### config.mk
export PLATFORM = sky130hd
export DESIGN_NAME = eased_tween_engine_top
export DESIGN_NICKNAME = d
export VERILOG_FILES = /design/src/rtl/etw_pkg.sv /design/src/rtl/etw_divider.sv /design/src/rtl/etw_serial_mul.sv /design/src/rtl/eased_tween_engine_top.sv
export SDC_FILE = /design/constraint.sdc
export NUM_CORES = 2
export LEC_CHECK = 0
export ABC_AREA = 1
export BUFFER_PORTS_ARGS = -buffer_cell sky130_fd_sc_hd__buf_2
export CAP_MARGIN = 20
export CORE_ASPECT_RATIO = 1.1
export CORE_MARGIN = 2
export CORE_UTILIZATION = 50
export DETAILED_ROUTE_END_ITERATION = 8
export GPL_TIMING_DRIVEN = 0
export PLACE_DENSITY = 0.66
export SLEW_MARGIN = 10
export SYNTH_ARGS = -nofsm -noshare
export SYNTH_HDL_FRONTEND = slang
export SYNTH_SLANG_ARGS = --single-unit
### constraint.sdc
create_clock -name clk -period 12.95 [get_ports clk]
set_input_delay 0.6475 -clock clk [delete_from_list [all_inputs] [get_ports clk]]
set_output_delay 0.6475 -clock clk [all_outputs]
set_load 0.05 [all_outputs]
### src/rtl/etw_pkg.sv
`timescale 1ns / 1ps

package etw_pkg;

  localparam int DEFAULT_TIME_BITS  = 16;
  localparam int DEFAULT_VALUE_BITS = 32;

  localparam int NPROP          = 4;
  localparam int DUR_FIELD_BITS = 16;
  localparam int DELTA_BITS     = 16;
  localparam int CMD_BITS       = 2;
  localparam int CFG_INDEX_BITS = 3;
  localparam int CFG_DATA_BITS  = 64;
  localparam int HALF_BITS      = 32;

  // progress is Q0.16, one more bit to hold exactly 1.0
  localparam int PROG_BITS = 16;
  localparam int PROG_W    = PROG_BITS + 1;
  localparam logic [PROG_W-1:0] PROG_ONE = PROG_W'(1) << PROG_BITS;

  // eased factor, Q0.32
  localparam int EASE_BITS = 2 * PROG_BITS;

  localparam int OUT_VALUE_BITS = 32;
  localparam int OUT_USED_BITS  = NPROP * OUT_VALUE_BITS + PROG_W + 2;
  localparam int OUT_DATA_BITS  = ((OUT_USED_BITS + 7) / 8) * 8;
  localparam int OUT_PAD_BITS   = OUT_DATA_BITS - OUT_USED_BITS;
  localparam int IN_DATA_BITS   = DELTA_BITS;

  typedef enum logic [CMD_BITS-1:0] {
    CMD_TICK  = 2'd0,
    CMD_START = 2'd1,
    CMD_STOP  = 2'd2,
    CMD_RESET = 2'd3
  } cmd_t;

  localparam logic [CFG_INDEX_BITS-1:0] REG_DURATION   = 3'd0;
  localparam logic [CFG_INDEX_BITS-1:0] REG_RANGE_BASE = 3'd1;

  typedef enum logic [2:0] {
    ST_IDLE,
    ST_DIV_GO,
    ST_DIV_WAIT,
    ST_SQR_GO,
    ST_SQR_WAIT,
    ST_MUL_GO,
    ST_MUL_WAIT,
    ST_DONE
  } state_t;

endpackage

### src/rtl/etw_divider.sv
`timescale 1ns / 1ps

module etw_divider #(
  parameter int T_BITS = etw_pkg::DEFAULT_TIME_BITS
) (
  input  logic                      clk,
  input  logic                      rst,
  input  logic                      start,
  input  logic [T_BITS-1:0]         dividend,
  input  logic [T_BITS-1:0]         divisor,
  output logic [etw_pkg::PROG_W-1:0] quotient,
  output logic                      done
);
  import etw_pkg::*;

  localparam int CW = $clog2(PROG_BITS + 1);

  logic [T_BITS:0]    rem;
  logic [T_BITS-1:0]  dvs;
  logic [PROG_BITS-1:0] quo;
  logic [CW-1:0]      cnt;
  logic               busy;

  logic [T_BITS:0] shifted;
  logic            ge;
  logic [T_BITS:0] rem_next;

  // restoring division, one quotient bit per cycle; rem < divisor throughout
  assign shifted  = {rem[T_BITS-1:0], 1'b0};
  assign ge       = shifted >= {1'b0, dvs};
  assign rem_next = ge ? shifted - {1'b0, dvs} : shifted;

  always_ff @(posedge clk) begin
    if (rst) begin
      busy <= 1'b0;
      done <= 1'b0;
      cnt  <= '0;
    end else begin
      done <= 1'b0;
      if (start) begin
        if (divisor == '0) begin
          quotient <= '0;
          done     <= 1'b1;
        end else if (dividend >= divisor) begin
          quotient <= PROG_ONE;
          done     <= 1'b1;
        end else begin
          rem  <= {1'b0, dividend};
          dvs  <= divisor;
          cnt  <= CW'(PROG_BITS);
          busy <= 1'b1;
        end
      end else if (busy) begin
        rem <= rem_next;
        quo <= {quo[PROG_BITS-2:0], ge};
        cnt <= cnt - CW'(1);
        if (cnt == CW'(1)) begin
          busy     <= 1'b0;
          done     <= 1'b1;
          quotient <= {1'b0, quo[PROG_BITS-2:0], ge};
        end
      end
    end
  end

endmodule

### src/rtl/etw_serial_mul.sv
`timescale 1ns / 1ps

module etw_serial_mul #(
  parameter int A_BITS = etw_pkg::DEFAULT_VALUE_BITS,
  parameter int B_BITS = etw_pkg::EASE_BITS
) (
  input  logic                     clk,
  input  logic                     rst,
  input  logic                     start,
  input  logic [A_BITS-1:0]        a,
  input  logic [B_BITS-1:0]        b,
  output logic [A_BITS+B_BITS-1:0] product,
  output logic                     done
);

  localparam int CW = $clog2(B_BITS + 1);

  logic [A_BITS-1:0] a_reg;
  logic [A_BITS:0]   hi;
  logic [B_BITS-1:0] lo;
  logic [CW-1:0]     cnt;
  logic              busy;

  logic [A_BITS:0] t;

  // shift-add, multiplier bits consumed LSB first from lo
  assign t       = hi + (lo[0] ? {1'b0, a_reg} : '0);
  assign product = {hi[A_BITS-1:0], lo};

  always_ff @(posedge clk) begin
    if (rst) begin
      busy <= 1'b0;
      done <= 1'b0;
      cnt  <= '0;
    end else begin
      done <= 1'b0;
      if (start) begin
        a_reg <= a;
        hi    <= '0;
        lo    <= b;
        cnt   <= CW'(B_BITS);
        busy  <= 1'b1;
      end else if (busy) begin
        hi  <= {1'b0, t[A_BITS:1]};
        lo  <= {t[0], lo[B_BITS-1:1]};
        cnt <= cnt - CW'(1);
        if (cnt == CW'(1)) begin
          busy <= 1'b0;
          done <= 1'b1;
        end
      end
    end
  end

endmodule

### src/rtl/eased_tween_engine_top.sv
`timescale 1ns / 1ps

// Quadratic ease-in-out tween of four signed Q16.16 properties. Commands come in
// on s_tuser, the tick delta on s_tdata; every transaction produces exactly one
// result transaction. One command is processed at a time and s_tready is high
// only while the engine is idle, but a result waiting in the output register
// does not block the next command. A tick that interpolates runs, from acceptance
// until its result sits in the output register, a 16-step restoring divider
// for progress, a 16-step shift-add square for the ease factor and a 32-step
// shift-add blend run in four parallel lanes, each started from its own launch
// state and awaited in its own wait state. Every other command (and a tick that
// snaps to the end or finds the engine stopped) only runs the divider. The next
// command is accepted in the cycle after the result is loaded; a full output
// register holds the engine until the result drains. Registers are written
// through cfg_we/cfg_index/cfg_data; the user must write them only while no
// command is in flight, as the block itself does not enforce this.

module eased_tween_engine_top #(
  parameter int TIME_BITS  = etw_pkg::DEFAULT_TIME_BITS,
  parameter int VALUE_BITS = etw_pkg::DEFAULT_VALUE_BITS
) (
  input  logic                               clk,
  input  logic                               rst,
  // configuration
  input  logic                               cfg_we,
  input  logic [etw_pkg::CFG_INDEX_BITS-1:0] cfg_index,
  input  logic [etw_pkg::CFG_DATA_BITS-1:0]  cfg_data,
  // command stream
  input  logic                               s_tvalid,
  output logic                               s_tready,
  input  logic [etw_pkg::IN_DATA_BITS-1:0]   s_tdata,  // [15:0] delta
  input  logic [etw_pkg::CMD_BITS-1:0]       s_tuser,  // [1:0] command
  // result stream
  output logic                               m_tvalid,
  input  logic                               m_tready,
  // [31:0] opacity_now, [63:32] x_now, [95:64] y_now, [127:96] scale_now,
  // [144:128] progress, [145] running, [146] finished, rest zero
  output logic [etw_pkg::OUT_DATA_BITS-1:0]  m_tdata
);
  import etw_pkg::*;

  localparam int TW = (TIME_BITS < DUR_FIELD_BITS) ? TIME_BITS : DUR_FIELD_BITS;
  localparam int VB = VALUE_BITS;

  state_t state, state_next;

  logic [TW-1:0]     duration;
  logic [TW-1:0]     elapsed;
  logic              active;
  logic              fin;
  logic              interp;
  logic [PROG_W-1:0] prog;
  logic [EASE_BITS-1:0] ease;

  logic [VB-1:0] rng_start [NPROP];
  logic [VB-1:0] rng_end   [NPROP];
  logic [VB-1:0] val       [NPROP];

  logic div_go, sqr_go, mul_go, out_load;
  logic in_acc;
  logic [TW:0] sum;

  logic              div_done;
  logic [PROG_W-1:0] div_q;

  logic                   sqr_done;
  logic                   sqr_low;
  logic [PROG_BITS-1:0]   sqr_r;
  logic [2*PROG_BITS-1:0] sqr_prod;
  logic [EASE_BITS-1:0]   sqr2;
  logic [EASE_BITS-1:0]   ease_next;

  logic [NPROP-1:0]        mul_done;
  logic [VB+EASE_BITS-1:0] mul_prod  [NPROP];
  logic [VB:0]             diff      [NPROP];
  logic [VB-1:0]           mag       [NPROP];
  logic [VB-1:0]           blend_val [NPROP];

  assign in_acc   = s_tvalid && s_tready;
  assign s_tready = (state == ST_IDLE);
  assign sum      = {1'b0, elapsed} + {1'b0, s_tdata[TW-1:0]};

  // ---------------------------------------------------------------- progress
  etw_divider #(.T_BITS(TW)) u_div (
    .clk      (clk),
    .rst      (rst),
    .start    (div_go),
    .dividend (elapsed),
    .divisor  (duration),
    .quotient (div_q),
    .done     (div_done)
  );

  // ------------------------------------------------------------ ease factor
  assign sqr_low   = !prog[PROG_BITS-1];
  assign sqr_r     = sqr_low ? prog[PROG_BITS-1:0] : PROG_BITS'(PROG_ONE - prog);
  assign sqr2      = {sqr_prod[2*PROG_BITS-2:0], 1'b0};
  assign ease_next = sqr_low ? sqr2 : (~sqr2) + EASE_BITS'(1);

  etw_serial_mul #(.A_BITS(PROG_BITS), .B_BITS(PROG_BITS)) u_sqr (
    .clk     (clk),
    .rst     (rst),
    .start   (sqr_go),
    .a       (sqr_r),
    .b       (sqr_r),
    .product (sqr_prod),
    .done    (sqr_done)
  );

  // ----------------------------------------------------------- blend lanes
  for (genvar g = 0; g < NPROP; g++) begin : g_lane
    logic [VB-1:0] off;

    assign diff[g] = {rng_end[g][VB-1], rng_end[g]} - {rng_start[g][VB-1], rng_start[g]};
    assign mag[g]  = diff[g][VB] ? VB'(-diff[g]) : diff[g][VB-1:0];
    assign off     = mul_prod[g][VB+EASE_BITS-1:EASE_BITS];
    assign blend_val[g] = diff[g][VB] ? rng_start[g] - off : rng_start[g] + off;

    etw_serial_mul #(.A_BITS(VB), .B_BITS(EASE_BITS)) u_lane (
      .clk     (clk),
      .rst     (rst),
      .start   (mul_go),
      .a       (mag[g]),
      .b       (ease),
      .product (mul_prod[g]),
      .done    (mul_done[g])
    );
  end

  // ------------------------------------------------------------- sequencer
  always_ff @(posedge clk) begin
    if (rst) begin
      state <= ST_IDLE;
    end else begin
      state <= state_next;
    end
  end

  always_comb begin
    state_next = state;
    div_go     = 1'b0;
    sqr_go     = 1'b0;
    mul_go     = 1'b0;
    out_load   = 1'b0;
    unique case (state)
      ST_IDLE: begin
        if (s_tvalid) state_next = ST_DIV_GO;
      end
      ST_DIV_GO: begin
        div_go     = 1'b1;
        state_next = ST_DIV_WAIT;
      end
      ST_DIV_WAIT: begin
        if (div_done) state_next = interp ? ST_SQR_GO : ST_DONE;
      end
      ST_SQR_GO: begin
        sqr_go     = 1'b1;
        state_next = ST_SQR_WAIT;
      end
      ST_SQR_WAIT: begin
        if (sqr_done) state_next = ST_MUL_GO;
      end
      ST_MUL_GO: begin
        mul_go     = 1'b1;
        state_next = ST_MUL_WAIT;
      end
      ST_MUL_WAIT: begin
        if (&mul_done) state_next = ST_DONE;
      end
      ST_DONE: begin
        if (!m_tvalid || m_tready) begin
          out_load   = 1'b1;
          state_next = ST_IDLE;
        end
      end
      default: state_next = ST_IDLE;
    endcase
  end

  // ----------------------------------------------------------- tween state
  always_ff @(posedge clk) begin
    if (rst) begin
      duration <= '0;
      elapsed  <= '0;
      active   <= 1'b0;
      fin      <= 1'b0;
      interp   <= 1'b0;
      m_tvalid <= 1'b0;
      for (int i = 0; i < NPROP; i++) begin
        rng_start[i] <= '0;
        rng_end[i]   <= '0;
        val[i]       <= '0;
      end
    end else begin
      if (cfg_we) begin
        if (cfg_index == REG_DURATION) begin
          duration <= cfg_data[TW-1:0];
        end
        for (int i = 0; i < NPROP; i++) begin
          if (cfg_index == REG_RANGE_BASE + CFG_INDEX_BITS'(i)) begin
            rng_start[i] <= cfg_data[VB-1:0];
            rng_end[i]   <= cfg_data[HALF_BITS+VB-1:HALF_BITS];
            val[i]       <= cfg_data[VB-1:0];
          end
        end
      end

      if (in_acc) begin
        fin    <= 1'b0;
        interp <= 1'b0;
        unique case (cmd_t'(s_tuser))
          CMD_TICK: begin
            fin <= 1'b1;
            if (active) begin
              if (sum >= {1'b0, duration}) begin
                elapsed <= duration;
                active  <= 1'b0;
                for (int i = 0; i < NPROP; i++) val[i] <= rng_end[i];
              end else begin
                elapsed <= sum[TW-1:0];
                interp  <= 1'b1;
                fin     <= 1'b0;
              end
            end
          end
          CMD_START: begin
            active  <= 1'b1;
            elapsed <= '0;
          end
          CMD_STOP: begin
            active <= 1'b0;
          end
          CMD_RESET: begin
            elapsed <= '0;
            for (int i = 0; i < NPROP; i++) val[i] <= rng_start[i];
          end
          default: ;
        endcase
      end

      if (div_done) prog <= div_q;
      if (sqr_done) ease <= ease_next;
      if (state == ST_MUL_WAIT && (&mul_done)) begin
        for (int i = 0; i < NPROP; i++) val[i] <= blend_val[i];
      end

      if (out_load) begin
        m_tvalid <= 1'b1;
        m_tdata  <= {{OUT_PAD_BITS{1'b0}}, fin, active, prog,
                     OUT_VALUE_BITS'(signed'(val[3])),
                     OUT_VALUE_BITS'(signed'(val[2])),
                     OUT_VALUE_BITS'(signed'(val[1])),
                     OUT_VALUE_BITS'(signed'(val[0]))};
      end else if (m_tready) begin
        m_tvalid <= 1'b0;
      end
    end
  end

  // ------------------------------------------------------------ assertions
  a_accept_starts_div: assert property (@(posedge clk) disable iff (rst)
    in_acc |=> state == ST_DIV_GO)
    else $error("accepted command did not start the divider");

  a_blend_only_running: assert property (@(posedge clk) disable iff (rst)
    (state == ST_SQR_WAIT || state == ST_MUL_WAIT) |-> (active && interp && !fin))
    else $error("interpolation running while the tween is stopped");

  a_finished_idle: assert property (@(posedge clk) disable iff (rst)
    (state == ST_DONE && fin) |-> !active)
    else $error("finished flag set while running");

  a_prog_range: assert property (@(posedge clk) disable iff (rst)
    out_load |-> prog <= PROG_ONE)
    else $error("progress above one");

endmodule

# After elaboration in Yosys (flattened, before gate mapping)
# Memory sizes are Yosys's and may differ from the RTL's. A register that Yosys moved wholly into a read port is not among the register bits.
# Cells that the tools add are included.
[word_totals] out_inout_bits=154 n_memories=3 mem_bits_rw=384 elab_cells=362 regBits=777
[memory_table] memory="rng_end" depth=4 width=32 read_ports=4 rd_clocked_by_memory_dff=0 write_ports=4 line="eased_tween_engine_top.sv:56" rtl="logic [VB-1:0] rng_end [NPROP];"
[memory_table] memory="rng_start" depth=4 width=32 read_ports=4 rd_clocked_by_memory_dff=0 write_ports=4 line="eased_tween_engine_top.sv:55" rtl="logic [VB-1:0] rng_start [NPROP];"
[memory_table] memory="val" depth=4 width=32 read_ports=4 rd_clocked_by_memory_dff=4 write_ports=4 line="eased_tween_engine_top.sv:57" rtl="logic [VB-1:0] val [NPROP];"
[op_classes] addsub=31 reduce_logical=47 magnitude_cmp=3 bitwise=34 n_eq_ne=29 n_mux=162
[ops] cell="$mux W32" count=49
[ops] cell="$mux W16" count=12
[ops] cell="$add A32 B33 Y33" count=4
[ops] cell="$sub A32 B32 Y33" count=4
[ops] cell="$add A32 B32 Y32" count=4
[ops] cell="$neg A32 Y32" count=4
[ops] cell="$sub A32 B32 Y32" count=4
[ops] cell="$mux W17" count=5
[ops] cell="$mux W1" count=73
[ops] cell="$mux W6" count=8
[ops] cell="$ge A17 B16 Y1" count=2
[ops] cell="$add A32 B1 Y32 const B" count=1
[ops] cell="$not A32 Y32" count=1
[ops] cell="$pmux W16 S2" count=1
[ops] cell="$mux W5" count=6
[ops] cell="$reduce_and A2 Y1" count=13
[ops] cell="$eq A6 B1 Y1 const B" count=4
[ops] cell="$or A1 B1 Y1" count=24
[ops] cell="$pmux W3 S8" count=1
[ops] cell="$sub A6 B1 Y6 const B" count=4
[ops] cell="$mux W3" count=6
[ops] cell="$reduce_bool A2 Y1" count=9
[ops] cell="$add A16 B16 Y17" count=1
[ops] cell="$add A16 B17 Y17" count=1
[ops] cell="27 further kinds" count=65

# Longest topological paths before layout
[logic_depth] depth_word=11 ltp_mapped=35 mapped_depth_nobuf=34

# Modules after synthesis
# From an unflattened synthesis, not the netlist that was laid out.
[unflattened] cells_unflattened=11842 hier_area_um2=86111.3
[modules_own_cells] module="eased_tween_engine_top" cells_each=7512 instances=1 seq_area_each_um2=18167.4 area_per_inst_um2=52391.5
[modules_own_cells] module="etw_serial_mul (g_lane[0].u_lane ...)" cells_each=857 instances=4 seq_area_each_um2=3042.9 area_per_inst_um2=6521.3
[modules_own_cells] module="etw_divider" cells_each=526 instances=1 seq_area_each_um2=2062.0 area_per_inst_um2=4518.1
[modules_own_cells] module="etw_serial_mul (u_sqr)" cells_each=376 instances=1 seq_area_each_um2=1581.5 area_per_inst_um2=3116.7

# Worst setup path before layout
# No wires, ideal clock.
[synth_timing] kind="in2reg" from="input port rst" to="register m_tdata[0] (netlist name), read port of val, enable pin" path_stages=3 arrival_ps=10995 n_path_buf=2 path_slack_ps=1122 cell_sequence="clkbuf_1 clkbuf_1 nor3_1"
[synth_between] elab_chain_len=2
[synth_rtl] element="from (decl)" line="eased_tween_engine_top.sv:23" rtl="input logic rst,"
[synth_rtl] element="$not A1 Y1 (no source line)"
[synth_rtl] element="$reduce_and A2 Y1 (no source line)"
[synth_rtl] element="to (decl)" line="eased_tween_engine_top.sv:38" rtl="output logic [etw_pkg::OUT_DATA_BITS-1:0] m_tdata"
# Every way passes these cells.
# A chain may end at the register's enable or synchronous reset.

==> qor.txt <==
===========================================================================================
Fraction of post-synthesis cell area in the top cell type by area ............        0.407
Max Clock Freq ...............................................................      153 MHz
Post-synth cell types ........................................................           71
Postcts setup bufs ...........................................................            0
IO buf count .................................................................          238
Post-route DRC violation count ...............................................            0
Placeable core region ........................................................   158000 um2
Post-route setup TNS .........................................................         0 ns
Ys async rst share ...........................................................            0
Most frequent cell after synthesis ........................................... sky130_fd_sc_hd__nand2_1
Number of levels the H-tree was split into ...................................            4
Worst IR Drop VDD ............................................................       153 uV
Layout cells sized above 1 ...................................................       0.0689
Vias after detailed routing ..................................................        73800
Period minus WS final ........................................................      6.55 ns
Final setup violation count ..................................................            0
Cell area after technology mapping ...........................................    79300 um2
Largest register FFs .........................................................          147
Placed cell count ............................................................        12600
Area taken by flip-flops and latches .........................................    34000 um2
Clock edge transition at the registers on the reported setup and hold paths ..      0.06 ns
RSZ-0062 raised after global routing .........................................        false
Width of the chip ............................................................       384 um
Top post-synthesis cells by area ............................................. sky130_fd_sc_hd__edfxtp_1 (41%), sky130_fd_sc_hd__nand2_1 (13%), sky130_fd_sc_hd__ha_1 (7.7%)
Filler instances .............................................................        14900
Met3 wire length .............................................................     27300 um
Critical path start-end classification ....................................... flop to flop
Nets .........................................................................        11200
Overall fraction of global-route tracks in use ...............................        0.371
PD cells .....................................................................   147 nW/um2
Detail Route Antenna Nets ....................................................            0
Worst Setup End Kind .........................................................         flop
Count of pins on the block boundary ..........................................          244
Reported max-cap violation count .............................................            0
CTS tree .....................................................................         done
Height of the chip ...........................................................       422 um
Gp weighted congestion .......................................................         1.06
Worst-skew pair later-pin latency ............................................      0.83 ns
Hold/Removal Path Class ...................................................... input pin to flop
Final max-slew violation count ...............................................            0
Result of the run ............................................................ complete, no violations
Initial standard-cell utilization of the core ................................        0.503
Seq cells post-synth .........................................................         1160
Post-CTS Resized .............................................................            0
Critical path fanouts, max ...................................................           17
CP startpoint kind ...........................................................         flop
Critical Path AT .............................................................      7.11 ns
Iteration count of the initial detailed-routing pass .........................            6
Number of cells produced by synthesis ........................................        10200
Total of warnings raised by yosys ............................................            0
Leakage Power ................................................................      40.6 nW
Layout Area Growth over Synthesis ............................................        11.5%
Placed wire-length estimate after detailed placement .........................    248000 um
Initial antenna violation count ..............................................           22
Top reg by flops .............................................................      m_tdata
Maximum buffer depth of the clock tree .......................................            3
Cell taking the most area after synthesis .................................... sky130_fd_sc_hd__edfxtp_1
Worst slew margin ............................................................        0.168
Count of flip-flops with a built-in enable after synthesis ...................         1075
Average cell area after synthesis ............................................     7.78 um2
Largest net degree at the start of global routing ............................           58
Die footprint ................................................................   162000 um2
Footprint of the multi-input gates ...........................................    39300 um2
Per-cell routed wire length ..................................................      24.0 um
Clock skew ...................................................................    0.0377 ns
Fin crit share ...............................................................        0.506
Met2 wire length .............................................................    139000 um
Overflow left after global routing ...........................................            0
Vias per inst ................................................................         5.76
Top flip-flop cell by instance count after synthesis ......................... sky130_fd_sc_hd__edfxtp_1
Global-route wire length before repair .......................................    442000 um
Number of CTS-inserted buffers ...............................................          133
Number of global-route vias before repair ....................................        69500
Uppermost metal layer occupied by signal nets ................................         met5
Proportion of synthesized chip area in sequential cells ......................        0.429
Top cells by instance count after synthesis .................................. sky130_fd_sc_hd__nand2_1 (2796), sky130_fd_sc_hd__inv_1 (1332), sky130_fd_sc_hd__nor2_1 (1153), sky130_fd_sc_hd__edfxtp_1 (1075), sky130_fd_sc_hd__a21oi_1 (790)
Final cell count without fillers .............................................        12800
Placement Rows ...............................................................          153
Aggregate routed wire length .................................................    307000 um
Core Util, Final .............................................................        0.561
Metal1 wirelength ............................................................    119000 um
WP data required .............................................................     13.51 ns
Clock sink count .............................................................         1160
Hold bufs inserted after CTS .................................................            0
Master cell of the clock root buffer ......................................... sky130_fd_sc_hd__clkbuf_16
Number of endpoints with negative hold slack in the final report .............            0
Pin slew with the least headroom to its limit ................................      1.25 ns
Number of design-rule violations left by the first detailed-router iteration .         8141
===========================================================================================
==> critical path, stage by stage (launching register included) <==
cell and delay [ns]:
sky130_fd_sc_hd__dfxtp_1 0.35, sky130_fd_sc_hd__ha_1 0.36, sky130_fd_sc_hd__nand2_1 0.06, sky130_fd_sc_hd__o21ai_0 0.32, sky130_fd_sc_hd__inv_1 0.07, sky130_fd_sc_hd__o21ai_0 0.51, sky130_fd_sc_hd__a21boi_0 0.29, sky130_fd_sc_hd__o21ai_0 0.37
sky130_fd_sc_hd__nand2_1 0.12, sky130_fd_sc_hd__nand2_1 0.08, sky130_fd_sc_hd__nand2_1 0.05, sky130_fd_sc_hd__nand2_1 0.10, sky130_fd_sc_hd__inv_1 0.06, sky130_fd_sc_hd__ha_1 0.26, sky130_fd_sc_hd__nand2_1 0.08, sky130_fd_sc_hd__nor2_1 0.05
sky130_fd_sc_hd__nand2_1 0.06, sky130_fd_sc_hd__o211ai_1 0.10, sky130_fd_sc_hd__a21o_1 0.17, sky130_fd_sc_hd__nand2_1 0.07, sky130_fd_sc_hd__nand2_2 0.27, sky130_fd_sc_hd__nand3_4 0.22, sky130_fd_sc_hd__nand2_2 0.20, sky130_fd_sc_hd__inv_2 0.33
sky130_fd_sc_hd__buf_2 0.38, sky130_fd_sc_hd__nand4_1 0.69, sky130_fd_sc_hd__buf_8 0.43, sky130_fd_sc_hd__buf_6 0.18
==> cell usage in the layout (no fill, tap or decap), types with 17 or more instances in the layout <==
master                         n
sky130_fd_sc_hd__o21ai_1      25
sky130_fd_sc_hd__nor2_2       28
sky130_fd_sc_hd__clkinv_2     17
sky130_fd_sc_hd__clkbuf_1    143
sky130_fd_sc_hd__a21boi_0     18
sky130_fd_sc_hd__nand4_1     173
sky130_fd_sc_hd__inv_1      1332
sky130_fd_sc_hd__edfxtp_1   1075
sky130_fd_sc_hd__nor3_1      132
sky130_fd_sc_hd__xnor2_1     106
sky130_fd_sc_hd__xor2_1      249
sky130_fd_sc_hd__nand2_2      23
sky130_fd_sc_hd__nand2_1    2789
sky130_fd_sc_hd__buf_2       283
sky130_fd_sc_hd__o211ai_1     74
sky130_fd_sc_hd__clkbuf_16   137
sky130_fd_sc_hd__a31oi_1      42
sky130_fd_sc_hd__buf_1        17
sky130_fd_sc_hd__buf_6        17
sky130_fd_sc_hd__or2_2        23
sky130_fd_sc_hd__buf_4        29
sky130_fd_sc_hd__dfxtp_1      85
sky130_fd_sc_hd__nand3_1     450
sky130_fd_sc_hd__o21a_1       43
sky130_fd_sc_hd__ha_1        485
sky130_fd_sc_hd__o21bai_1     44
sky130_fd_sc_hd__nor4_1       32
sky130_fd_sc_hd__a21oi_1     790
sky130_fd_sc_hd__inv_2        22
sky130_fd_sc_hd__clkinv_1     25
sky130_fd_sc_hd__nor2_1     1146
sky130_fd_sc_hd__o21ai_0     546
sky130_fd_sc_hd__a21o_1       36
sky130_fd_sc_hd__nand3b_1     23
==> final timing paths <==
kind | start | end | slack, ns | cells past startpoint
setup / recovery | elapsed[2] | val[3][7] | 6.40 | 27
hold / removal | m_tready | m_tvalid | 0.25 | 3
setup reg to reg | elapsed[2] | val[3][7] | 6.40 | 27
hold reg to reg | val[2][6] | m_tdata[70] | 0.39 | 0
==> power breakdown <==
part	switching (mW)	internal, mW	leakage [nW]
sequential	0.218	4.53	10.7
combinational	3.01	1.27	27.7
clock	1.69	2.26	2.17
==> routing by layer <==
metal	global-route usage	vias up
met1	0.462	34800
met4	0.224	16
li1	-	34800
met3	0.0744	769
met5	0	-
met2	0.594	3411
==> area by class of cell <==
cell class / instances / share of cell area
clock buffer: 157 / 0.0402
multi-input combinational: 7463 / 0.445
sequential: 1160 / 0.384
antenna: 7 / 0.000198
buffer: 220 / 0.0113
timing repair buffer: 285 / 0.0216
clock inverter: 82 / 0.0105
inverter: 1356 / 0.0575
tap: 2092 / 0.0296
==> per-stage QoR <==
stage | hold WS (ns) | cell area (um2) | power [mW] | worst slack, ns
floorplan | 0.400 | 79300 | 7.57 | 1.12
detailed placement | 0.405 | 83900 | 8.98 | 6.19
finish | 0.249 | 88400 | 13.0 | 6.40
global placement | 0.401 | 83100 | 8.94 | -5.45
global route | 0.244 | 88400 | 13.6 | 6.12
CTS | 0.213 | 88400 | 12.9 | 6.54
==> kinds of logic (layout without fill, tap and decap cells) <==
family,after synthesis,count (layout),share of synthesized area
simple gates,4894,4894,0.255
fa+ha+maj,500,500,0.0803
xor+xnor,365,365,0.0414
flops,1160,1160,0.429
buf+inv,1576,2100,0.0767
other cells,1,12,0.0000473
compound gates,1699,1699,0.118
No activity file was read; power rests on OpenSTA's default activity.
